`config.mk`:
```
export PLATFORM = sky130hd
export DESIGN_NAME = via_ports_speech_strobe_unit_flat
export DESIGN_NICKNAME = d
export VERILOG_FILES = /design/src/rtl/core/vpss_pkg.sv /design/src/rtl/core/vpss_req_if.sv /design/src/rtl/core/vpss_rsp_if.sv /design/src/rtl/core/vpss_regs.sv /design/src/rtl/core/via_ports_speech_strobe_unit.sv /design/src/flat_wrapper.sv
export SDC_FILE = /design/constraint.sdc
export NUM_CORES = 1
export LEC_CHECK = 0
export ABC_AREA = 1
export BUFFER_PORTS_ARGS = -buffer_cell sky130_fd_sc_hd__buf_2
export CORE_MARGIN = 2
export CORE_UTILIZATION = 30
export CTS_BUF_LIST = sky130_fd_sc_hd__clkbuf_4 sky130_fd_sc_hd__clkbuf_8
export CTS_CLUSTER_DIAMETER = 80
export DETAILED_ROUTE_END_ITERATION = 10
export GPL_TIMING_DRIVEN = 0
export PLACE_DENSITY = 0.51
export SLEW_MARGIN = 20
export SYNTH_ARGS = -nofsm -noshare
export SYNTH_HDL_FRONTEND = slang
export SYNTH_SLANG_ARGS = --single-unit
```
`constraint.sdc`:
```
create_clock -name clk_i -period 2.4 [get_ports clk_i]
set_clock_uncertainty 0.1 [all_clocks]
set_input_delay 0.12 -clock clk_i [delete_from_list [all_inputs] [get_ports clk_i]]
set_output_delay 0.12 -clock clk_i [all_outputs]
set_load 0.01 [all_outputs]
```
`src/rtl/core/vpss_pkg.sv`:
```
`timescale 1ns / 1ps

package vpss_pkg;

  localparam logic OP_READ  = 1'b0;
  localparam logic OP_WRITE = 1'b1;

  localparam logic [3:0] ADDR_PORT_B     = 4'h0;
  localparam logic [3:0] ADDR_PORT_A     = 4'h1;
  localparam logic [3:0] ADDR_DIR_B      = 4'h2;
  localparam logic [3:0] ADDR_DIR_A      = 4'h3;
  localparam logic [3:0] ADDR_PORT_A_ALT = 4'hF;

  localparam logic [7:0] REG_RESET = 8'hFF;
  localparam int unsigned NUM_REGS = 16;

  typedef struct packed {
    logic       opcode;
    logic [3:0] reg_address;
    logic [7:0] write_byte;
    logic       speech_ready;
    logic       speech_irq;
    logic [7:0] speech_status;
  } req_t;

  typedef struct packed {
    logic [7:0] read_byte;
    logic       speech_send;
    logic [7:0] speech_byte;
    logic [7:0] port_b_lines;
  } rsp_t;

  function automatic logic [7:0] merge_outputs(logic [7:0] cur, logic [7:0] val,
                                               logic [7:0] dir);
    return (cur & ~dir) | (val & dir);
  endfunction

endpackage

```
`src/rtl/core/vpss_req_if.sv`:
```
`timescale 1ns / 1ps

interface vpss_req_if;
  logic       valid;
  logic       ready;
  logic       opcode;
  logic [3:0] reg_address;
  logic [7:0] write_byte;
  logic       speech_ready;
  logic       speech_irq;
  logic [7:0] speech_status;

  modport source (output valid, opcode, reg_address, write_byte, speech_ready,
                  speech_irq, speech_status, input ready);
  modport sink (input valid, opcode, reg_address, write_byte, speech_ready,
                speech_irq, speech_status, output ready);
endinterface

```
`src/rtl/core/vpss_rsp_if.sv`:
```
`timescale 1ns / 1ps

interface vpss_rsp_if;
  logic       valid;
  logic       ready;
  logic [7:0] read_byte;
  logic       speech_send;
  logic [7:0] speech_byte;
  logic [7:0] port_b_lines;

  modport source (output valid, read_byte, speech_send, speech_byte, port_b_lines,
                  input ready);
  modport sink (input valid, read_byte, speech_send, speech_byte, port_b_lines,
                output ready);
endinterface

```
`src/rtl/core/vpss_regs.sv`:
```
`timescale 1ns / 1ps

module vpss_regs
  import vpss_pkg::*;
(
  input  logic clk_i,
  input  logic rst_ni,
  input  logic advance_i,
  input  req_t req_i,
  output rsp_t rsp_o
);

  logic [7:0] port_a_q, port_a_d;
  logic [7:0] port_b_q, port_b_d;
  logic [7:0] dir_a_q, dir_a_d;
  logic [7:0] dir_b_q, dir_b_d;
  logic [7:0] misc_q [NUM_REGS];
  logic       misc_we;
  logic       is_port_a;

  assign is_port_a = (req_i.reg_address == ADDR_PORT_A) ||
                     (req_i.reg_address == ADDR_PORT_A_ALT);

  always_comb begin
    port_a_d = port_a_q;
    port_b_d = port_b_q;
    dir_a_d  = dir_a_q;
    dir_b_d  = dir_b_q;
    misc_we  = 1'b0;
    rsp_o    = '0;
    if (req_i.opcode == OP_READ) begin
      if (req_i.reg_address == ADDR_PORT_B) begin
        rsp_o.read_byte = (port_b_q & dir_b_q) |
                          {4'b0, ~req_i.speech_irq, ~req_i.speech_ready, 2'b0};
      end else if (is_port_a) begin
        rsp_o.read_byte = port_a_q;
      end else if (req_i.reg_address == ADDR_DIR_B) begin
        rsp_o.read_byte = dir_b_q;
      end else if (req_i.reg_address == ADDR_DIR_A) begin
        rsp_o.read_byte = dir_a_q;
      end else begin
        rsp_o.read_byte = misc_q[req_i.reg_address];
      end
    end else begin
      if (req_i.reg_address == ADDR_PORT_B) begin
        port_b_d = merge_outputs(port_b_q, req_i.write_byte, dir_b_q);
        if (!port_b_q[0] && port_b_d[0]) begin
          rsp_o.speech_send = 1'b1;
          rsp_o.speech_byte = port_a_q;
        end
        if (!port_b_q[1] && port_b_d[1]) begin
          port_a_d = merge_outputs(req_i.speech_status, port_a_q, dir_a_q);
        end
      end else if (is_port_a) begin
        port_a_d = merge_outputs(port_a_q, req_i.write_byte, dir_a_q);
      end else if (req_i.reg_address == ADDR_DIR_B) begin
        dir_b_d = req_i.write_byte;
      end else if (req_i.reg_address == ADDR_DIR_A) begin
        dir_a_d = req_i.write_byte;
      end else begin
        misc_we = 1'b1;
      end
    end
    rsp_o.port_b_lines = port_b_d;
  end

  always_ff @(posedge clk_i or negedge rst_ni) begin
    if (!rst_ni) begin
      port_a_q <= REG_RESET;
      port_b_q <= REG_RESET;
      dir_a_q  <= REG_RESET;
      dir_b_q  <= REG_RESET;
      for (int i = 0; i < NUM_REGS; i++) begin
        misc_q[i] <= REG_RESET;
      end
    end else if (advance_i) begin
      port_a_q <= port_a_d;
      port_b_q <= port_b_d;
      dir_a_q  <= dir_a_d;
      dir_b_q  <= dir_b_d;
      if (misc_we) begin
        misc_q[req_i.reg_address] <= req_i.write_byte;
      end
    end
  end

  a_port_a_inputs_kept: assert property (@(posedge clk_i) disable iff (!rst_ni)
    advance_i && req_i.opcode == OP_WRITE && is_port_a
    |=> (port_a_q & ~dir_a_q) == $past(port_a_q & ~dir_a_q))
    else $error("port A input bits changed by a data write");

  a_port_b_inputs_kept: assert property (@(posedge clk_i) disable iff (!rst_ni)
    advance_i && req_i.opcode == OP_WRITE && req_i.reg_address == ADDR_PORT_B
    |=> (port_b_q & ~dir_b_q) == $past(port_b_q & ~dir_b_q))
    else $error("port B input bits changed by a data write");

  a_state_held: assert property (@(posedge clk_i) disable iff (!rst_ni)
    !advance_i |=> $stable(port_a_q) && $stable(port_b_q) && $stable(dir_a_q)
                   && $stable(dir_b_q))
    else $error("port state changed without an access");

endmodule

```
`src/rtl/core/via_ports_speech_strobe_unit.sv`:
```
`timescale 1ns / 1ps

// Speech front end built on a 6522-style pair of parallel ports.
// req_i carries one bus access per word: a read or a write to one of 16
// register addresses, plus the speech chip's ready, interrupt and status
// lines sampled for that access. rsp_o returns one word per access: the read
// data (zero on writes), the speech send strobe and byte, and port B after
// the access.
// An access accepted on req_i passes the input register, then the register
// update and result register in the same edge, to the word on rsp_o.
// Throughput is one access per cycle; req_i stays ready while the
// result register is empty or being drained.
// Reset sets the port, direction and spare registers to 0xFF and empties
// both stages. When the receiver stalls, the result holds, one further
// access waits in the input register, and req_i ready then drops.
module via_ports_speech_strobe_unit
  import vpss_pkg::*;
(
  input  logic               clk_i,
  input  logic               rst_ni,
  vpss_req_if.sink           req_i,
  vpss_rsp_if.source         rsp_o
);

  logic in_valid_q;
  req_t in_q;
  logic out_valid_q;
  rsp_t out_q;
  rsp_t rsp_d;
  logic advance;
  logic in_ready;

  assign advance  = in_valid_q && (!out_valid_q || rsp_o.ready);
  assign in_ready = !in_valid_q || advance;
  assign req_i.ready = in_ready;

  always_ff @(posedge clk_i or negedge rst_ni) begin
    if (!rst_ni) begin
      in_valid_q  <= 1'b0;
      out_valid_q <= 1'b0;
    end else begin
      if (in_ready) begin
        in_valid_q <= req_i.valid;
      end
      if (advance) begin
        out_valid_q <= 1'b1;
      end else if (rsp_o.ready) begin
        out_valid_q <= 1'b0;
      end
    end
  end

  always_ff @(posedge clk_i) begin
    if (in_ready && req_i.valid) begin
      in_q.opcode        <= req_i.opcode;
      in_q.reg_address   <= req_i.reg_address;
      in_q.write_byte    <= req_i.write_byte;
      in_q.speech_ready  <= req_i.speech_ready;
      in_q.speech_irq    <= req_i.speech_irq;
      in_q.speech_status <= req_i.speech_status;
    end
    if (advance) begin
      out_q <= rsp_d;
    end
  end

  vpss_regs u_regs (
    .clk_i     (clk_i),
    .rst_ni    (rst_ni),
    .advance_i (advance),
    .req_i     (in_q),
    .rsp_o     (rsp_d)
  );

  assign rsp_o.valid        = out_valid_q;
  assign rsp_o.read_byte    = out_q.read_byte;
  assign rsp_o.speech_send  = out_q.speech_send;
  assign rsp_o.speech_byte  = out_q.speech_byte;
  assign rsp_o.port_b_lines = out_q.port_b_lines;

  a_stall_only_when_full: assert property (@(posedge clk_i) disable iff (!rst_ni)
    !in_ready |-> in_valid_q && out_valid_q && !rsp_o.ready)
    else $error("input stalled while the pipeline could drain");

  a_send_after_edge: assert property (@(posedge clk_i) disable iff (!rst_ni)
    out_valid_q && out_q.speech_send |-> out_q.port_b_lines[0])
    else $error("speech send without port B bit 0 high");

  a_no_byte_without_send: assert property (@(posedge clk_i) disable iff (!rst_ni)
    out_valid_q && !out_q.speech_send |-> out_q.speech_byte == 8'h00)
    else $error("speech byte set without a send");

  a_result_held: assert property (@(posedge clk_i) disable iff (!rst_ni)
    out_valid_q && !rsp_o.ready |=> out_valid_q && $stable(out_q))
    else $error("stalled result word lost");

endmodule
```
`src/flat_wrapper.sv`:
```
// flat-port wrapper written by rule: the top's interface ports become plain ports
module via_ports_speech_strobe_unit_flat import vpss_pkg::*;
  (clk_i, rst_ni, req_i_valid, req_i_opcode, req_i_reg_address, req_i_write_byte, req_i_speech_ready, req_i_speech_irq, req_i_speech_status, req_i_ready, rsp_o_valid, rsp_o_read_byte, rsp_o_speech_send, rsp_o_speech_byte, rsp_o_port_b_lines, rsp_o_ready);
  vpss_req_if req_i_i ();
  vpss_rsp_if rsp_o_i ();
  input  logic clk_i;
  input  logic rst_ni;
  input wire logic [$bits(req_i_i.valid)-1:0] req_i_valid;
  input wire logic [$bits(req_i_i.opcode)-1:0] req_i_opcode;
  input wire logic [$bits(req_i_i.reg_address)-1:0] req_i_reg_address;
  input wire logic [$bits(req_i_i.write_byte)-1:0] req_i_write_byte;
  input wire logic [$bits(req_i_i.speech_ready)-1:0] req_i_speech_ready;
  input wire logic [$bits(req_i_i.speech_irq)-1:0] req_i_speech_irq;
  input wire logic [$bits(req_i_i.speech_status)-1:0] req_i_speech_status;
  output wire logic [$bits(req_i_i.ready)-1:0] req_i_ready;
  output wire logic [$bits(rsp_o_i.valid)-1:0] rsp_o_valid;
  output wire logic [$bits(rsp_o_i.read_byte)-1:0] rsp_o_read_byte;
  output wire logic [$bits(rsp_o_i.speech_send)-1:0] rsp_o_speech_send;
  output wire logic [$bits(rsp_o_i.speech_byte)-1:0] rsp_o_speech_byte;
  output wire logic [$bits(rsp_o_i.port_b_lines)-1:0] rsp_o_port_b_lines;
  input wire logic [$bits(rsp_o_i.ready)-1:0] rsp_o_ready;
  assign req_i_i.valid = req_i_valid;
  assign req_i_i.opcode = req_i_opcode;
  assign req_i_i.reg_address = req_i_reg_address;
  assign req_i_i.write_byte = req_i_write_byte;
  assign req_i_i.speech_ready = req_i_speech_ready;
  assign req_i_i.speech_irq = req_i_speech_irq;
  assign req_i_i.speech_status = req_i_speech_status;
  assign req_i_ready = req_i_i.ready;
  assign rsp_o_valid = rsp_o_i.valid;
  assign rsp_o_read_byte = rsp_o_i.read_byte;
  assign rsp_o_speech_send = rsp_o_i.speech_send;
  assign rsp_o_speech_byte = rsp_o_i.speech_byte;
  assign rsp_o_port_b_lines = rsp_o_i.port_b_lines;
  assign rsp_o_i.ready = rsp_o_ready;
  via_ports_speech_strobe_unit u_core (.clk_i(clk_i), .rst_ni(rst_ni), .req_i(req_i_i), .rsp_o(rsp_o_i));
endmodule
```
==> results.py, run 1 <==
metrics = {
    "logic_synthesis": {
        "synth_area_sq_um": 9830,
        "synthFlopType": "dfstp_2",
        "synth_cells": 1050,
        "synth_seq_area_share_pct": 55.8,
        "synth_top_area_share_pct": 40.6,
        "synth_enable_flop_cells": 48,
        "ys_seq_elements": 202,
        "yosysMostFrequentCell": "nand2_1",
        "netlist-cell-type-count": 36,
        "yosys-top-cells-area": "dfstp_2, nand2_1, edfxtp_1",
        "syn_nets": 1085,
        "async_flop_share_pct": 76.2,
        "synth_top_area_cell": "dfstp_2",
        "ys_top_cells_by_count": "nand2_1, dfstp_2, o21ai_2",
        "syn_area_per_cell_sq_um": 9.36,
        "ys_warn_count": 0,
    },
    "worst_setup_path": {
        "setup.worst_path.start_class": "register",
        "crit_path_end_kind": "register",
        "rrSetupSlack_ns": 0.19,
        "path_class": "reg -> reg",
        "cp_max_fo": 10,
        "reg2regPathDepth": 11,
        "critPathRequiredTime_ns": 2.64,
        "arrival_ns": 2.46,
    },
    "cells_and_area": {
        "num_antenna_cells": 0,
        "final_cell_area_sq_um": 11800,
        "syn_to_final_growth_pct": 19.8,
        "drive_above_1_share_pct": 36.6,
        "num-nets-final": 1210,
    },
    "sta": {
        "tightest_slew_ns": 1.08,
        "slew_viol_final": 0,
        "setup-violations-final": 0,
        "finalHoldViolCount": 0,
        "min_period_over_period_pct": 92.1,
        "min_period_ns": 2.21,
        "rsz0062_at_grt": "no",
        "fmax_ghz": 0.452,
        "max_slew_margin_pct": 27.8,
    },
    "clock_tree": {
        "cts_sinks": 202,
        "htreeDepth": 2,
        "cts_root_buffer": "clkbuf_8",
        "cts_tree": "done",
        "clockBufferDepth": 3,
        "clk_pin_slew_worst_paths_ns": 0.06,
        "clock_latency_ns": 0.54,
        "cts-buffers-inserted": 38,
    },
    "routing": {
        "ant_nets": 0,
        "vias": 7221,
        "wirelength_mm": 25.8,
        "drt_first_pass_iters": 7,
        "via_per_inst": 4.39,
        "drc_errors": 0,
        "initialDrtViolationCount": 618,
        "drt-wirelength-per-cell_microns": 15.7,
    },
    "floorplanning": {
        "std_cell_rows": 66,
        "die-area_sq_um": 34200,
        "chipWidth_microns": 185,
        "coreArea_sq_um": 32400,
        "initial_utilization_pct": 30.4,
        "die_y_microns": 185,
        "ioPinCount": 54,
    },
    "power_and_ir_drop": {
        "powerDensity_nw_per_um2": 887,
        "vdd_ir_drop_max_uv": 434,
        "total_power_mw": 10.4,
        "leakagePower_nw": 5.05,
    },
    "place": {
        "place_area_sq_um": 10700,
        "gp_congestion": 0.890,
        "numPortBuffers": 53,
        "hpwl_mm": 18.0,
    },
    "grt": {
        "grt_pass1_wl_mm": 40.5,
        "grt_max_degree": 91,
        "grt_remaining_overflow": 0,
        "antenna_found_initial": 0,
        "grtUsageTotal_pct": 15.5,
        "grt_pass1_vias": 7053,
    },
    "status": {
        "status": "finished clean",
    },
    "min_path": {
        "hold_path.class": "in -> async",
    },
    "flow_run": {
        "drv_cap": 0,
    },
}
## cell families after synthesis
logic type / after synthesis / synth area share [%]
AO/OA/AOI/OAI: 171 / 12.2
AND/OR/NAND/NOR: 527 / 24.1
buffers and inverters: 142 / 6.84
flip-flops: 202 / 55.8
adder cells (fa/ha/maj): 8 / 1.02
## critical path: stages (launching register included)
cell,delay (ns)
edfxtp_1,0.38
buf_6,0.17
inv_2,0.12
clkbuf_1,0.41
nand2_1,0.10
nand2_1,0.10
nand2_1,0.06
nand2_1,0.10
nand2_1,0.06
nand3_1,0.15
o21bai_1,0.11
a21oi_1,0.16
## state kept, by name (all words and copies together), names as in the netlist, named ones only
register	cells
u_core.u_regs.dir_b_q	8
u_core.rsp_o.read_byte	8
u_core.u_regs.dir_a_q	8
u_core.rsp_o.port_b_lines	8
u_core.rsp_o.speech_send	1
u_core.rsp_o.valid	1
u_core.u_regs.port_b_q	8
u_core.u_regs.misc_q	120
u_core.in_valid_q	1
u_core.rsp_o.speech_byte	8
u_core.in_q	23
## path summary, 6_finish.rpt
path	startpoint	end
worst max register to register	u_core.in_q[18]	u_core.rsp_o.read_byte[2]
worst min-delay path	rst_ni	u_core.in_valid_q
worst max-delay path	u_core.in_q[18]	u_core.rsp_o.read_byte[2]
worst min register to register	u_core.u_regs.misc_q[125]	u_core.u_regs.misc_q[125]
min in group clk_i	req_i_speech_status[7]	u_core.in_q[7]
max in group asynchronous	rst_ni	u_core.u_regs.misc_q[116]
## through the flow
| step | setup TNS (ns) | setup slack, ns | instances | hold WS [ns] | util [%] |
|---|---|---|---|---|---|
| global placement | -65.38 | -1.37 | 1545 | 0.197 | 32.9 |
| floorplan | 0 | 0.606 | 1050 | -0.276 | - |
| detailed placement | 0 | 0.127 | 1547 | 0.0970 | 33.1 |
| global route | 0 | 0.0312 | 1644 | 0.155 | 36.4 |
| CTS | 0 | 0.102 | 1642 | 0.126 | 36.3 |
| finish | 0 | 0.189 | 1644 | 0.149 | 36.4 |
## power breakdown
| part | switching (mW) | leakage (nW) | internal [mW] |
|---|---|---|---|
| sequential | 0.390 | 2.08 | 4.67 |
| combinational | 1.33 | 2.56 | 0.755 |
| clock | 1.42 | 0.408 | 1.87 |
## placed cells by master, fill, tap and decap left out, types with 9 or more instances in the layout
| cell | count |
|---|---|
| o21ai_0 | 35 |
| dlygate4sd3_1 | 28 |
| clkbuf_8 | 41 |
| clkbuf_4 | 22 |
| o21ai_2 | 73 |
| nand2_1 | 396 |
| nand3_4 | 9 |
| clkbuf_1 | 48 |
| nor2_1 | 35 |
| buf_6 | 13 |
| nand3_1 | 39 |
| a21oi_1 | 40 |
| dfstp_2 | 152 |
| nand2_2 | 22 |
| buf_2 | 61 |
| inv_1 | 49 |
| edfxtp_1 | 48 |
## area by class of cell
type                    instances  area (sq um)
fillers                      3383         20600
flip-flops and latches        202          5490
multi-input cells             706          3670
clock buffers                  60           707
repair buffers                 85           626
well taps                     442           553
plain buffers                  81           444
inverters                      61           240
clock inverters                 7          41.3
## repair_timing
| item | in CTS | in global routing |
|---|---|---|
| resized for setup | 0 | 5 |
| buffers inserted | 0 | 2 |
| hold buffers | 28 | 0 |
| hold endpoints to repair | 114 | 0 |
| setup endpoints to repair | 0 | 5 |
## layer usage
layer | share of wire, % | vias to the layer above | track usage, % | wire length, microns
met5 | 0 | - | 0 | 0
met4 | 1.4 | 0 | 3.46 | 358
met3 | 4.1 | 33 | 2.62 | 1070
met2 | 45 | 139 | 23.6 | 11500
met1 | 50 | 3419 | 22.9 | 12900
li1 | - | 3630 | - | -
No activity file was read; power rests on OpenSTA's default activity.
==> run 2: changes to the inputs <==
--- a/config.mk
+++ b/config.mk
@@ -8,12 +8,12 @@
 export ABC_AREA = 1
 export BUFFER_PORTS_ARGS = -buffer_cell sky130_fd_sc_hd__buf_2
 export CORE_MARGIN = 2
-export CORE_UTILIZATION = 30
+export CORE_UTILIZATION = 63
 export CTS_BUF_LIST = sky130_fd_sc_hd__clkbuf_4 sky130_fd_sc_hd__clkbuf_8
 export CTS_CLUSTER_DIAMETER = 80
 export DETAILED_ROUTE_END_ITERATION = 10
 export GPL_TIMING_DRIVEN = 0
-export PLACE_DENSITY = 0.51
+export PLACE_DENSITY = 0.88
 export SLEW_MARGIN = 20
 export SYNTH_ARGS = -nofsm -noshare
 export SYNTH_HDL_FRONTEND = slang
==> results.py, run 2 (synthesis gave the netlist of run 1 again) <==
metrics = {
    "clock_tree": {
        "clock_latency_ns": 0.53,
        "cts_sinks": 202,
        "cts-buffers-inserted": 34,
        "cts_tree": "done",
        "htreeDepth": 2,
        "post_cts_resized": 0,
        "clockBufferDepth": 3,
        "cts_hold_buf": 28,
        "clk_pin_slew_worst_paths_ns": 0.07,
        "cts_root_buffer": "clkbuf_8",
        "post-cts-setup-buffer-count": 0,
    },
    "floorplanning": {
        "die_y_microns": 129,
        "std_cell_rows": 45,
        "die-area_sq_um": 16600,
        "chipWidth_microns": 129,
        "coreArea_sq_um": 15200,
        "ioPinCount": 54,
        "initial_utilization_pct": 64.6,
    },
    "grt": {
        "grt_pass1_vias": 7808,
        "grt_max_degree": 79,
        "grt_pass1_wl_mm": 40.4,
        "grtUsageTotal_pct": 31.7,
        "grt_remaining_overflow": 0,
        "antenna_found_initial": 0,
    },
    "worst_setup_path": {
        "path_class": "reg -> reg",
        "reg2regPathDepth": 10,
        "setup.worst_path.start_class": "register",
        "r2r-start": "u_core.in_q[19]",
        "arrival_ns": 2.40,
        "critPathRequiredTime_ns": 2.57,
        "startpoint": "u_core.in_q[19]",
        "crit_path_end_kind": "register",
        "cp_max_fo": 10,
    },
    "cells_and_area": {
        "max_flop_register": "u_core.u_regs.misc_q",
        "final_cell_mix": "nand2_1, dfstp_2, o21ai_2",
        "syn_to_final_growth_pct": 15.8,
        "drive_above_1_share_pct": 35.7,
        "largest_register_ffs": 120,
        "num_antenna_cells": 0,
        "biggestRegsByFlops": "u_core.u_regs.misc_q x120, u_core.in_q x23",
        "final_common_cell": "nand2_1",
        "final_cell_area_sq_um": 11400,
        "num-nets-final": 1203,
        "fin_util_pct": 74.8,
    },
    "min_path": {
        "hold_path.class": "in -> async",
    },
    "routing": {
        "wirelength_mm": 25.2,
        "drt-wirelength-per-cell_microns": 18.3,
        "initialDrtViolationCount": 847,
        "vias": 7892,
        "via_per_inst": 5.72,
        "ant_nets": 0,
        "drc_errors": 0,
        "drt_first_pass_iters": 5,
    },
    "sta": {
        "finalHoldViolCount": 0,
        "finalSetupTns_ns": 0,
        "setup-violations-final": 0,
        "min_period_over_period_pct": 93.0,
        "max_slew_margin_pct": 29.2,
        "min_period_ns": 2.23,
        "fmax_ghz": 0.448,
        "slew_viol_final": 0,
        "tightest_slew_ns": 1.06,
        "rsz0062_at_grt": "no",
    },
    "power_and_ir_drop": {
        "total_power_mw": 10.5,
        "powerDensity_nw_per_um2": 926,
        "vdd_ir_drop_max_uv": 624,
        "leakagePower_nw": 4.98,
    },
    "place": {
        "place_area_sq_um": 10400,
        "numPortBuffers": 53,
        "gp_congestion": 0.939,
        "hpwl_mm": 16.4,
    },
    "status": {
        "status": "finished clean",
    },
    "flow_run": {
        "drv_cap": 0,
    },
}
## run 2: per-stage QoR
step | instances | hold slack (ns) | setup WS [ns]
3_5_place_dp | 1292 | 0.0482 | 0.216
2_1_floorplan | 1050 | -0.276 | 0.606
6_report | 1380 | 0.104 | 0.167
5_1_grt | 1380 | 0.142 | 0.0194
3_3_place_gp | 1291 | 0.196 | -0.993
4_1_cts | 1380 | 0.0798 | 0.208
## run 2: cell type report
class | count | area [sq um]
flip-flops and latches | 202 | 5490
fillers | 1011 | 3830
multi-input cells | 706 | 3670
clock buffers | 51 | 633
repair buffers | 82 | 583
plain buffers | 81 | 435
inverters | 61 | 236
well taps | 188 | 235
clock inverters | 9 | 96.3
## run 2: where the power goes
group / leakage [nW] / internal, mW / switching, mW
combinational: 2.53 / 0.748 / 1.39
sequential: 2.08 / 4.67 / 0.429
clock: 0.379 / 1.90 / 1.38
total: 4.98 / 7.33 / 3.21
## run 2: critical path, cell delays in order, from the launching register on
cell	delay, ns
edfxtp_1	0.34
buf_6	0.17
inv_4	0.08
nand2_1	0.11
clkinv_1	0.44
nand2_1	0.22
nand3_1	0.10
nand2_1	0.07
nand2_1	0.04
o21bai_1	0.20
a21oi_1	0.11
## run 2: final timing paths
kind / end / slack, ns
min: u_core.rsp_o.valid / 0.10
max: u_core.rsp_o.read_byte[3] / 0.17
min in group clk_i: u_core.in_q[8] / 0.20
min reg2reg: u_core.u_regs.misc_q[119] / 0.34
max reg2reg: u_core.rsp_o.read_byte[3] / 0.17
max in group asynchronous: u_core.u_regs.misc_q[106] / 1.33
## run 2: metal layers
layer  vias to the layer above  routed length (microns)  track usage (%)
li1                       3611                        -                -
met1                      3716                     9730             40.6
met2                       428                    11800             49.8
met3                       137                     2050             6.44
met4                         0                     1670             20.1
met5                         -                        0                0
==> run 3: changes to the inputs <==
--- a/config.mk
+++ b/config.mk
@@ -5,12 +5,11 @@
 export SDC_FILE = /design/constraint.sdc
 export NUM_CORES = 1
 export LEC_CHECK = 0
-export ABC_AREA = 1
+export ABC_AREA = 0
 export BUFFER_PORTS_ARGS = -buffer_cell sky130_fd_sc_hd__buf_2
 export CORE_MARGIN = 2
 export CORE_UTILIZATION = 63
 export CTS_BUF_LIST = sky130_fd_sc_hd__clkbuf_4 sky130_fd_sc_hd__clkbuf_8
-export CTS_CLUSTER_DIAMETER = 80
 export DETAILED_ROUTE_END_ITERATION = 10
 export GPL_TIMING_DRIVEN = 0
 export PLACE_DENSITY = 0.88
==> results.py, run 3 <==
metrics = {
    "power_and_ir_drop": {
        "combPwrFrac_pct": 16.6,
        "pwr-share-seq_pct": 58.8,
        "leakagePower_nw": 4.19,
        "power.share.clock_pct": 24.5,
        "p_sw_mw": 2.13,
        "internal_power_mw": 5.72,
        "vdd_ir_drop_max_uv": 665,
        "powerDensity_nw_per_um2": 761,
        "swShare_pct": 27.1,
    },
    "logic_synthesis": {
        "synth_enable_flop_cells": 48,
        "synth_area_sq_um": 9070,
        "syn_nets": 677,
        "syn_area_per_cell_sq_um": 14.1,
        "synth_top_area_share_pct": 42.9,
        "ys_top_cells_by_count": "dfstp_2, mux2_2, edfxtp_1",
        "synth_cells": 642,
        "ys_warn_count": 0,
        "async_flop_share_pct": 75.8,
        "synthFlopType": "dfstp_2",
        "synth_seq_area_share_pct": 59.3,
        "yosys-top-cells-area": "dfstp_2, edfxtp_1, mux2_2",
        "netlist-cell-type-count": 58,
        "ys_seq_elements": 198,
        "yosysMostFrequentCell": "dfstp_2",
        "synth_top_area_cell": "dfstp_2",
    },
    "worst_setup_path": {
        "r2r-start": "u_core.in_q[18]",
        "rrSetupSlack_ns": 0.007,
        "critPathRequiredTime_ns": 2.54,
        "crit_family": "compound AO/OA/AOI/OAI gates",
        "crit_path_end_kind": "register",
        "arrival_ns": 2.53,
        "critical-path-slowest-cell": "edfxtp_1",
        "crit_buf_inv": 2,
        "path_class": "reg -> reg",
        "path_cells": "buf_4 -> buf_4 -> nand2_1 -> o21ai_0 -> o22ai_1 -> a221o_1 -> a221o_1",
        "startpoint": "u_core.in_q[18]",
        "setup.worst_path.start_class": "register",
        "reg2regPathDepth": 7,
        "r2r-end": "u_core.rsp_o.read_byte[6]",
        "path_depth": 7,
        "slowest_delay_ns": 0.38,
        "endpoint": "u_core.rsp_o.read_byte[6]",
        "cp_max_fo": 10,
    },
    "routing": {
        "drt_first_pass_iters": 6,
        "drc_errors": 0,
        "drt-wirelength-per-cell_microns": 23.6,
        "initialDrtViolationCount": 544,
        "vias": 6071,
        "ant_nets": 0,
        "top_layer": "met4",
        "wl_met3_mm": 1.84,
        "wirelength_mm": 22.1,
        "via_per_inst": 6.47,
        "wl_met2_mm": 11.0,
        "drt-met1-wl_mm": 8.44,
    },
    "cells_and_area": {
        "syn_to_final_growth_pct": 13.7,
        "num-nets-final": 781,
        "multi_input_area_sq_um": 3350,
        "max_flop_register": "u_core.u_regs.misc_q",
        "seq_area_sq_um": 5380,
        "biggestRegsByFlops": "u_core.u_regs.misc_q x116, u_core.in_q x23",
        "fin_util_pct": 73.7,
        "largest_register_ffs": 116,
        "finalNonFillerCells": 939,
        "drive_above_1_share_pct": 54.4,
        "final_common_cell": "dfstp_2",
        "num_antenna_cells": 0,
        "fillers": 836,
        "final_cell_mix": "dfstp_2, mux2_2, buf_2",
    },
    "status": {
        "status": "finished clean",
    },
    "sta": {
        "tightest_slew_ns": 0.645,
        "setup-violations-final": 0,
        "min_period_ns": 2.39,
        "max_slew_margin_pct": 57.0,
        "finalHoldViolCount": 0,
        "min_period_over_period_pct": 99.7,
        "rsz0062_at_grt": "yes",
        "slew_viol_final": 0,
        "hold_slack_ns": 0.0281,
        "fmax_ghz": 0.418,
    },
    "place": {
        "hpwl_mm": 14.5,
        "gp_congestion": 0.856,
        "dp.cells": 876,
        "numPortBuffers": 53,
    },
    "clock_tree": {
        "cts_root_buffer": "clkbuf_8",
        "cts-buffers-inserted": 17,
        "clk_pin_slew_worst_paths_ns": 0.10,
        "clock_latency_ns": 0.48,
        "cts_tree": "done",
        "cts_sinks": 198,
        "htreeDepth": 4,
        "clockBufferDepth": 2,
    },
    "floorplanning": {
        "ioPinCount": 54,
        "chipWidth_microns": 124,
        "die_y_microns": 124,
        "initial_utilization_pct": 64.8,
        "coreArea_sq_um": 14000,
        "std_cell_rows": 43,
        "die-area_sq_um": 15400,
    },
    "grt": {
        "antenna_found_initial": 0,
        "grt_pass1_wl_mm": 34.1,
        "grt_remaining_overflow": 0,
        "grt_max_degree": 115,
        "grt_pass1_vias": 6372,
        "grtUsageTotal_pct": 30.7,
    },
    "min_path": {
        "hold_path.class": "in -> async",
    },
    "flow_run": {
        "drv_cap": 0,
    },
}
[run 3: cell type report]
class | count | share of cell area [%]
buffer | 66 | 3.37
clock buffer | 20 | 2.61
inverter | 10 | 0.364
timing repair buffer | 86 | 6.04
multi-input combinational | 367 | 32.5
clock inverter | 12 | 0.765
sequential | 198 | 52.2
tap | 180 | 2.18
[run 3: metrics by stage]
step	setup WS [ns]	TNS, ns	total power, mW	cell area [sq um]
floorplan	0.257	0	5.42	9070
global placement	-0.705	-3.15	5.75	9560
detailed placement	-0.326	-2.55	5.88	9600
CTS	0.00130	0	7.81	10200
global route	-0.0326	-0.0803	8.15	10300
finish	0.00724	0	7.85	10300
[run 3: worst min-delay path by stage]
| stage | from | to | slack (ns) | depth (start not counted) |
|---|---|---|---|---|
| floorplan | rst_ni | u_core.in_valid_q | -0.28 | 0 |
| global placement | req_i_write_byte[3] | u_core.in_q[13] | 0.20 | 1 |
| detailed placement | rst_ni | u_core.in_valid_q | -0.07 | 1 |
| CTS | rst_ni | u_core.rsp_o.valid | 0.002 | 2 |
| global route | rst_ni | u_core.rsp_o.valid | 0.04 | 2 |
| finish | rst_ni | u_core.rsp_o.valid | 0.03 | 2 |
[run 3: kinds of logic after synthesis]
logic type,count (synthesis),share of synthesized area [%]
adder cells (fa/ha/maj),8,1.10
buffers and inverters,77,4.08
AND/OR/NAND/NOR,99,6.95
flip-flops,198,59.3
AO/OA/AOI/OAI,96,7.52
multiplexers,164,21.0
[run 3: layer usage]
metal,global-route usage [%],up-vias
met4,12.2,0
met3,8.70,87
met5,0,-
met1,39.0,3088
met2,50.1,337
li1,-,2559
[run 3: what timing repair did]
item                       in CTS  in global routing
gates resized for setup         3                 11
buffers inserted                0                  5
hold endpoints to repair       61                  0
setup endpoints to repair       9                 46
hold buffers                   27                  0
pin swaps                       0                  2
[run 3: worst reg2reg max path: cells and delay by family (launching register included)]
kind | cells | cell delay, ns
simple gates | 1 | 0.22
compound gates | 4 | 1.02
flops | 1 | 0.38
buf+inv | 2 | 0.43
[run 3: power groups by stage]
stage	clock network, mW	logic [mW]	registers, mW
6_report	1.93	1.30	4.62
5_1_grt	2.08	1.41	4.67
4_1_cts	1.94	1.28	4.59
3_5_place_dp	0	1.23	4.65
3_3_place_gp	0	1.15	4.60
2_1_floorplan	0	0.874	4.55
